**config.mk**
```make
export PLATFORM = sky130hd
export DESIGN_NAME = date_day_difference_top
export DESIGN_NICKNAME = d
export VERILOG_FILES = /design/src/rtl/ddd_pkg.sv /design/src/rtl/ddd_lane.sv /design/src/rtl/ddd_merge.sv /design/src/rtl/date_day_difference_top.sv
export VERILOG_INCLUDE_DIRS = /design/src /design/src/rtl
export SDC_FILE = /design/constraint.sdc
export NUM_CORES = 2
export LEC_CHECK = 0
export BUFFER_PORTS_ARGS = -buffer_cell sky130_fd_sc_hd__buf_2
export CORE_MARGIN = 1
export CORE_UTILIZATION = 55
export DETAILED_ROUTE_END_ITERATION = 6
export PLACE_DENSITY = 0.68
export SLEW_MARGIN = 20
export SYNTH_ARGS = -nofsm -noshare
export SYNTH_HDL_FRONTEND = slang
export SYNTH_HIERARCHICAL = 1
export SYNTH_SLANG_ARGS = --single-unit
```
**constraint.sdc**
```tcl
create_clock -name clock -period 9.45 [get_ports clock]
set_clock_uncertainty 0.05 [all_clocks]
set_input_delay 0.4725 -clock clock [delete_from_list [all_inputs] [get_ports clock]]
set_output_delay 0.4725 -clock clock [all_outputs]
set_load 0.01 [all_outputs]
```
**src/rtl/date_day_difference_top_assert.svh**
```systemverilog
// Assertion helpers used by the top-level RTL.
`ifndef DATE_DAY_DIFFERENCE_TOP_ASSERT_SVH
`define DATE_DAY_DIFFERENCE_TOP_ASSERT_SVH

// checked only outside reset
`define DDD_ASSERT(name, prop, msg) \
   name: assert property (@(posedge clock) disable iff (reset) prop) else $error(msg);

// checked at every edge, reset included
`define DDD_ASSERT_ALWAYS(name, prop, msg) \
   name: assert property (@(posedge clock) prop) else $error(msg);

`endif

```
**src/rtl/ddd_pkg.sv**
```systemverilog
package ddd_pkg;

   typedef logic signed [8:0]  char_val_type;   // byte minus 48
   typedef logic signed [12:0] two_digit_type;  // day or month
   typedef logic signed [18:0] year_type;
   typedef logic signed [27:0] day_num_type;

   typedef enum logic [1:0] {
      STATUS_OK              = 2'd0,
      STATUS_END_BEFORE_START = 2'd1,
      STATUS_BAD_MONTH       = 2'd2
   } status_type;

   typedef struct packed {
      logic s1;
      logic s2;
      logic s3;
      logic s4;
   } stage_en_type;

   localparam year_type BASE_YEAR = 19'sd2000;
   localparam day_num_type LEAPS_BEFORE_BASE = 28'sd484;  // leap years in 1..1999
   localparam logic [21:0] DIFF_MAX = 22'd4194303;

   // floor(q/25) = (q * RECIP) >> SHIFT, exact over the operand ranges used
   localparam logic [16:0] RECIP25_Q4 = 17'd83887;    // q < 2^16
   localparam int          SHIFT_Q4   = 21;
   localparam logic [18:0] RECIP25_YR = 19'd335545;   // a < 2^18
   localparam int          SHIFT_YR   = 23;

   function automatic char_val_type char_val(input logic [63:0] w, input int pos);
      logic [7:0] b;
      b = w[63 - 8*pos -: 8];
      return char_val_type'({1'b0, b}) - 9'sd48;
   endfunction

   function automatic logic [8:0] days_before_month(input logic [3:0] idx);
      logic [8:0] r;
      unique case (idx)
         4'd0:    r = 9'd0;
         4'd1:    r = 9'd31;
         4'd2:    r = 9'd59;
         4'd3:    r = 9'd90;
         4'd4:    r = 9'd120;
         4'd5:    r = 9'd151;
         4'd6:    r = 9'd181;
         4'd7:    r = 9'd212;
         4'd8:    r = 9'd243;
         4'd9:    r = 9'd273;
         4'd10:   r = 9'd304;
         4'd11:   r = 9'd334;
         default: r = 9'd0;
      endcase
      return r;
   endfunction

endpackage

```
**src/rtl/ddd_lane.sv**
```systemverilog
module ddd_lane (
   input  logic                 clock,
   input  ddd_pkg::stage_en_type en,
   input  logic [63:0]          date_chars,
   output ddd_pkg::day_num_type day_num,
   output logic                 month_ok
);

   // stage 1: digits to day, month, year
   ddd_pkg::two_digit_type d_s1_ff, m_s1_ff;
   ddd_pkg::year_type      y_s1_ff;
   ddd_pkg::two_digit_type d_s1_in, m_s1_in;
   ddd_pkg::year_type      y_s1_in;

   always_comb begin
      d_s1_in = 13'(ddd_pkg::char_val(date_chars, 0)) * 13'sd10
              + 13'(ddd_pkg::char_val(date_chars, 1));
      m_s1_in = 13'(ddd_pkg::char_val(date_chars, 2)) * 13'sd10
              + 13'(ddd_pkg::char_val(date_chars, 3));
      y_s1_in = 19'(ddd_pkg::char_val(date_chars, 4)) * 19'sd1000
              + 19'(ddd_pkg::char_val(date_chars, 5)) * 19'sd100
              + 19'(ddd_pkg::char_val(date_chars, 6)) * 19'sd10
              + 19'(ddd_pkg::char_val(date_chars, 7));
   end

   always_ff @(posedge clock) begin
      if (en.s1) begin
         d_s1_ff <= d_s1_in;
         m_s1_ff <= m_s1_in;
         y_s1_ff <= y_s1_in;
      end
   end

   // stage 2: month table, year days, reciprocal products
   ddd_pkg::two_digit_type d_s2_ff;
   logic                   mok_s2_ff, mok_s2_in;
   logic [8:0]             dbm_s2_ff, dbm_s2_in;
   logic                   late_s2_ff, late_s2_in;
   logic                   after_s2_ff, after_s2_in;
   logic [26:0]            y365_s2_ff, y365_s2_in;
   logic [15:0]            q4_s2_ff, q4_s2_in;
   logic [32:0]            p100_s2_ff, p100_s2_in;
   logic [17:0]            mag_s2_ff, mag_s2_in;
   logic [36:0]            p25_s2_ff, p25_s2_in;
   ddd_pkg::year_type      yoff, yprev;
   ddd_pkg::two_digit_type m_idx;

   always_comb begin
      mok_s2_in   = (m_s1_ff >= 13'sd1) && (m_s1_ff <= 13'sd12);
      m_idx       = m_s1_ff - 13'sd1;
      dbm_s2_in   = mok_s2_in ? ddd_pkg::days_before_month(m_idx[3:0]) : 9'd0;
      late_s2_in  = m_s1_ff > 13'sd2;
      after_s2_in = y_s1_ff > ddd_pkg::BASE_YEAR;
      yoff        = y_s1_ff - ddd_pkg::BASE_YEAR;
      yprev       = y_s1_ff - 19'sd1;
      y365_s2_in  = 27'(yoff[17:0]) * 27'd365;
      q4_s2_in    = yprev[17:2];
      p100_s2_in  = 33'(q4_s2_in) * 33'(ddd_pkg::RECIP25_Q4);
      mag_s2_in   = y_s1_ff[18] ? 18'(-y_s1_ff) : y_s1_ff[17:0];
      p25_s2_in   = 37'(mag_s2_in) * 37'(ddd_pkg::RECIP25_YR);
   end

   always_ff @(posedge clock) begin
      if (en.s2) begin
         d_s2_ff     <= d_s1_ff;
         mok_s2_ff   <= mok_s2_in;
         dbm_s2_ff   <= dbm_s2_in;
         late_s2_ff  <= late_s2_in;
         after_s2_ff <= after_s2_in;
         y365_s2_ff  <= y365_s2_in;
         q4_s2_ff    <= q4_s2_in;
         p100_s2_ff  <= p100_s2_in;
         mag_s2_ff   <= mag_s2_in;
         p25_s2_ff   <= p25_s2_in;
      end
   end

   // stage 3: leap count, leap test, sum
   ddd_pkg::day_num_type day_s3_ff, day_s3_in;
   logic                 mok_s3_ff;
   logic [11:0]          q100;
   logic [13:0]          mag25;
   logic [17:0]          mag25x;
   logic                 div25, leap;
   ddd_pkg::day_num_type leaps, year_part, month_part;

   always_comb begin
      q100   = p100_s2_ff[ddd_pkg::SHIFT_Q4 +: 12];
      leaps  = 28'(q4_s2_ff) - 28'(q100) + 28'(q100[11:2]) - ddd_pkg::LEAPS_BEFORE_BASE;
      mag25  = p25_s2_ff[ddd_pkg::SHIFT_YR +: 14];
      mag25x = 18'(mag25) * 18'd25;
      div25  = mag25x == mag_s2_ff;
      leap   = ((mag_s2_ff[1:0] == 2'd0) && !div25) || ((mag_s2_ff[3:0] == 4'd0) && div25);
      year_part  = after_s2_ff ? 28'(y365_s2_ff) + leaps : 28'sd0;
      month_part = mok_s2_ff ? 28'(dbm_s2_ff) + 28'(late_s2_ff && leap) : 28'sd0;
      day_s3_in  = year_part + month_part + 28'(d_s2_ff);
   end

   always_ff @(posedge clock) begin
      if (en.s3) begin
         day_s3_ff <= day_s3_in;
         mok_s3_ff <= mok_s2_ff;
      end
   end

   assign day_num  = day_s3_ff;
   assign month_ok = mok_s3_ff;

endmodule

```
**src/rtl/ddd_merge.sv**
```systemverilog
module ddd_merge (
   input  logic                 clock,
   input  logic                 load,
   input  ddd_pkg::day_num_type start_day,
   input  ddd_pkg::day_num_type end_day,
   input  logic                 start_ok,
   input  logic                 end_ok,
   output logic [21:0]          day_difference,
   output logic [1:0]           status
);

   logic signed [28:0] diff;
   logic [21:0]        diff_ff, diff_in;
   logic [1:0]         status_ff, status_in;

   always_comb begin
      diff = 29'(end_day) - 29'(start_day);
      priority if (!start_ok || !end_ok) begin
         status_in = ddd_pkg::STATUS_BAD_MONTH;
         diff_in   = 22'd0;
      end else if (diff < 29'sd0) begin
         status_in = ddd_pkg::STATUS_END_BEFORE_START;
         diff_in   = 22'd0;
      end else if (diff > 29'(ddd_pkg::DIFF_MAX)) begin
         status_in = ddd_pkg::STATUS_OK;
         diff_in   = ddd_pkg::DIFF_MAX;
      end else begin
         status_in = ddd_pkg::STATUS_OK;
         diff_in   = diff[21:0];
      end
   end

   always_ff @(posedge clock) begin
      if (load) begin
         diff_ff   <= diff_in;
         status_ff <= status_in;
      end
   end

   assign day_difference = diff_ff;
   assign status         = status_ff;

endmodule

```
**src/rtl/date_day_difference_top.sv**
```systemverilog
// channel | direction | handshake             | payload
// req     | in        | req_valid / req_ready | req_start_date_chars, req_end_date_chars
// rsp     | out       | rsp_valid / rsp_ready | rsp_day_difference, rsp_status
//
// One item per cycle sustained while rsp_ready stays high; three lane stages, one merge stage.
// Two identical lanes convert the start and end dates; the merge stage subtracts.
// Each stage advances when the stage after it is empty or moving, so bubbles collapse.
// A stalled rsp side holds the pipeline; up to four items are in flight.
// Synchronous reset clears the stage valid bits only.
`include "date_day_difference_top_assert.svh"

module date_day_difference_top (
   input  logic        clock,
   input  logic        reset,
   input  logic        req_valid,
   output logic        req_ready,
   input  logic [63:0] req_start_date_chars,
   input  logic [63:0] req_end_date_chars,
   output logic        rsp_valid,
   input  logic        rsp_ready,
   output logic [21:0] rsp_day_difference,
   output logic [1:0]  rsp_status
);

   logic v1_ff, v2_ff, v3_ff, v4_ff;
   logic v1_in, v2_in, v3_in, v4_in;
   logic rdy1, rdy2, rdy3, rdy4;
   ddd_pkg::stage_en_type en;

   always_comb begin
      rdy4  = !v4_ff || rsp_ready;
      rdy3  = !v3_ff || rdy4;
      rdy2  = !v2_ff || rdy3;
      rdy1  = !v1_ff || rdy2;
      v1_in = rdy1 ? req_valid : v1_ff;
      v2_in = rdy2 ? v1_ff : v2_ff;
      v3_in = rdy3 ? v2_ff : v3_ff;
      v4_in = rdy4 ? v3_ff : v4_ff;
      en.s1 = rdy1;
      en.s2 = rdy2;
      en.s3 = rdy3;
      en.s4 = rdy4;
   end

   always_ff @(posedge clock) begin
      if (reset) begin
         v1_ff <= 1'b0;
         v2_ff <= 1'b0;
         v3_ff <= 1'b0;
         v4_ff <= 1'b0;
      end else begin
         v1_ff <= v1_in;
         v2_ff <= v2_in;
         v3_ff <= v3_in;
         v4_ff <= v4_in;
      end
   end

   ddd_pkg::day_num_type start_day, end_day;
   logic                 start_ok, end_ok;

   ddd_lane u_lane_start (
      .clock      (clock),
      .en         (en),
      .date_chars (req_start_date_chars),
      .day_num    (start_day),
      .month_ok   (start_ok)
   );

   ddd_lane u_lane_end (
      .clock      (clock),
      .en         (en),
      .date_chars (req_end_date_chars),
      .day_num    (end_day),
      .month_ok   (end_ok)
   );

   ddd_merge u_merge (
      .clock          (clock),
      .load           (en.s4),
      .start_day      (start_day),
      .end_day        (end_day),
      .start_ok       (start_ok),
      .end_ok         (end_ok),
      .day_difference (rsp_day_difference),
      .status         (rsp_status)
   );

   assign req_ready = rdy1;
   assign rsp_valid = v4_ff;

   `DDD_ASSERT_ALWAYS(a_reset_empties, reset |=> !rsp_valid && !v1_ff, "pipeline not empty after reset")
   `DDD_ASSERT(a_accept_enters, req_valid && req_ready |=> v1_ff, "accepted item missing from stage 1")
   `DDD_ASSERT(a_status_code, rsp_valid |-> (rsp_status == ddd_pkg::STATUS_OK || rsp_status == ddd_pkg::STATUS_END_BEFORE_START || rsp_status == ddd_pkg::STATUS_BAD_MONTH), "bad status code")
   `DDD_ASSERT(a_err_zero_diff, rsp_valid && rsp_status != ddd_pkg::STATUS_OK |-> rsp_day_difference == 22'd0, "nonzero difference with error status")
   `DDD_ASSERT(a_stage_moves, v3_ff && !rsp_valid |=> rsp_valid, "stage 3 item did not reach output")

endmodule

```
==> impl_metrics.py <==
metrics = {
    "cts": {
        "cts_buffers": 53,
        "clk_pin_slew_ns": 0.07,
        "cts_root_buf": "clkbuf_16",
        "cts.path.max_buffers": 3,
        "cts_tree": "yes",
        "htreeDepth": 2,
        "cts.sinks": 398,
        "clk_latency_ns": 0.64,
    },
    "sta": {
        "setup_viol": 0,
        "drv_slew": 0,
        "slew_headroom_pct": 21.20,
        "period_share_pct": 94.19,
        "whs_ns": 0.04322,
        "worst_pin_slew_ns": 1.174,
        "final.setup.tns_ns": 0,
        "fmax_ghz": 0.1123,
        "hold_viol": 0,
        "period_minus_slack_ns": 8.901,
    },
    "detailed_routing": {
        "drc": 0,
        "wl_per_cell_um": 17.08,
        "avgViaCountPerCell": 5.385,
        "routed.top_layer": "met5",
        "drtIter0Drc": 2754,
        "wirelength_mm": 146.3,
        "wl_met3_mm": 7.907,
        "dr_wl_met2_mm": 64.68,
        "first_pass_iters": 5,
        "wl_met1_mm": 71.56,
        "vias": 46130,
        "drtAntennaViolNets": 0,
    },
    "floorplan": {
        "die_h_um": 351.8,
        "die_area_sq_um": 123700,
        "core_area_sq_um": 120600,
        "row_count": 127,
        "initial_utilization_pct": 55.79,
        "io_pins": 158,
        "fp.dieW_um": 351.8,
    },
    "critical_path": {
        "setup.worst_path.class": "reg2reg",
        "required_ns": 9.78,
        "cp-start-kind": "register",
        "crit_path_end_kind": "register",
        "crit_start": "u_lane_start/y_s1_ff[11]",
        "r2r_slack_ns": 0.55,
        "cp_slowest_cell": "fa_1",
        "crit_path_max_fanout": 13,
        "reg2reg_from": "u_lane_start/y_s1_ff[11]",
        "worstPathArrival_ns": 9.23,
        "path_common_cell": "fa_1",
        "max_stage_delay_ns": 0.65,
    },
    "layout": {
        "layout.nets": 9198,
        "drive_above_1_share_pct": 5.727,
        "final_cells": 8567,
        "area_delta_synth_final_pct": 7.405,
    },
    "grt": {
        "grt_max_degree": 73,
        "antenna_found_initial": 10,
        "overflow": 0,
        "grt_pass1_wl_mm": 242.8,
        "grt_pass1_vias": 47620,
        "track_usage_pct": 24.54,
    },
    "min_path": {
        "hp-class": "in2reg",
        "min_from": "req_end_date_chars[0]",
    },
    "logic_synthesis": {
        "synth_cells": 6668,
        "synth_edf_count": 394,
        "synth_cell_types": 102,
        "synth_seq_area_share_pct": 17.70,
        "ys_ff_latch": 398,
        "synthesis.nets": 8957,
        "yosysWarnings": 6,
        "ys.flop_type": "edfxtp_1",
        "avgSynthCellArea_sq_um": 10.09,
        "async_reset_ff_share_pct": 0,
        "syn_area_sq_um": 67290,
    },
    "placed_design": {
        "dp_hpwl_mm": 126.7,
        "io_buffers": 157,
        "dp_cells": 8459,
        "place_congestion": 0.9392,
    },
    "job": {
        "cap_violations": 0,
    },
    "outcome": {
        "status": "finished clean",
    },
}
state kept, by name, indices dropped and copies added, names as in the netlist, 14 cells and up:
register                 flops
u_lane_end/day_num          28
u_lane_start/day_num        28
u_lane_end/y365_s2_ff       27
u_lane_start/y365_s2_ff     27
u_merge/day_difference      22
u_lane_end/y_s1_ff          19
u_lane_start/y_s1_ff        19
u_lane_end/mag_s2_ff        17
u_lane_start/mag_s2_ff      17
u_lane_end/q4_s2_ff         16
u_lane_start/q4_s2_ff       16
u_lane_end/p25_s2_ff        14
u_lane_start/p25_s2_ff      14
metrics by stage:
step,util (%),cell area [sq um],setup WS [ns]
CTS,59.86,72200,0.4271
detailed placement,58.41,70440,0.4920
finish,59.92,72270,0.5486
floorplan,-,67290,0.7937
global placement,58.41,70440,0.5642
global route,59.92,72270,-0.01379
Yosys cell counts, types with 6 or more instances:
| library cell | number | area share, % |
|---|---|---|
| fa_1 | 763 | 23 |
| nor4_1 | 18 | 0.17 |
| o21bai_1 | 50 | 0.56 |
| a21o_1 | 152 | 1.7 |
| a31o_2 | 6 | 0.078 |
| inv_1 | 1385 | 7.7 |
| or3_1 | 39 | 0.36 |
| nand3_1 | 89 | 0.66 |
| o22ai_1 | 7 | 0.065 |
| a41o_1 | 6 | 0.089 |
| nor2b_1 | 58 | 0.54 |
| xnor2_1 | 399 | 5.2 |
| a31oi_1 | 26 | 0.24 |
| nor3b_1 | 8 | 0.089 |
| a211oi_1 | 20 | 0.22 |
| nand2b_1 | 63 | 0.59 |
| o41ai_1 | 8 | 0.10 |
| o31ai_1 | 14 | 0.16 |
| xor2_1 | 188 | 2.4 |
| or2_2 | 25 | 0.23 |
| o21ai_0 | 205 | 1.5 |
| o21ai_1 | 12 | 0.089 |
| nor2_1 | 262 | 1.5 |
| and3_1 | 27 | 0.25 |
| or4_1 | 7 | 0.078 |
| and2_1 | 54 | 0.50 |
| nor3_1 | 70 | 0.52 |
| nand4_1 | 22 | 0.20 |
| nand3b_1 | 12 | 0.13 |
| o2111ai_1 | 9 | 0.12 |
| nand2_1 | 218 | 1.2 |
| o211ai_1 | 11 | 0.12 |
| a2111oi_0 | 7 | 0.091 |
| edfxtp_1 | 394 | 18 |
| a211o_1 | 11 | 0.14 |
| clkbuf_1 | 40 | 0.22 |
| o21a_1 | 48 | 0.54 |
| a21boi_0 | 27 | 0.30 |
| ha_1 | 1394 | 26 |
| mux2i_1 | 13 | 0.19 |
| a21oi_1 | 382 | 2.8 |
layout by cell type, fill, tap and decap left out, types with 54 or more instances in the layout:
master	count
ha_1	1394
inv_1	1385
fa_1	763
xnor2_1	394
edfxtp_1	394
a21oi_1	382
nor2_1	262
nand2_1	218
o21ai_0	203
xor2_1	187
buf_2	157
a21o_1	152
nand3_1	89
buf_4	70
nor3_1	68
nand2b_1	63
nor2b_1	58
clkbuf_16	54
and2_1	54
worst max-delay path, delay by kind of cell, from the launching register on:
kind	cells	cell delay, ns
compound gates	9	2.48
flops	1	0.59
simple gates	3	1.21
fa+ha+maj	7	3.29
xor+xnor	2	0.47
buf+inv	5	0.55
layout make-up:
type	count	area (sq um)
clock buffers	63	1385
fillers	10200	48340
clock inverters	33	311.5
inverters	1385	5199
multi-input cells	4838	50060
well taps	1612	2017
diodes	5	12.51
repair buffers	233	1371
flip-flops and latches	398	11910
cells by family (layout without fill, tap and decap cells):
family / count (synthesis) / after routing / share of synthesized area, %
fa+ha+maj: 2157 / 2157 / 48.62
buf+inv: 1432 / 1714 / 8.037
compound gates: 1085 / 1085 / 10.42
simple gates: 993 / 993 / 7.295
xor+xnor: 589 / 589 / 7.708
flops: 398 / 398 / 17.70
mux: 14 / 14 / 0.2101
other cells: 0 / 5 / 0
final timing paths:
path                                      to  depth (start not counted)
setup / recovery  u_lane_start/p25_s2_ff[36]                         26
hold / removal         u_lane_end/y_s1_ff[0]                          1
setup reg to reg  u_lane_start/p25_s2_ff[36]                         26
hold reg to reg     u_lane_start/d_s2_ff[10]                          0
timing repair:
action,4_1_cts,5_1_grt
hold buffers,6,0
setup buffers,0,0
hold endpoints to repair,8,0
resized for setup,0,8
setup endpoints to repair,0,7
metal layers:
metal / vias up / track usage [%]
met1: 22290 / 36.33
li1: 22730 / -
met4: 2 / 4.241
met3: 145 / 3.128
met5: - / 0
met2: 967 / 38.79
Power is not shown: default switching activity piles up to over one toggle a cycle in this logic, so the estimate is an artifact.
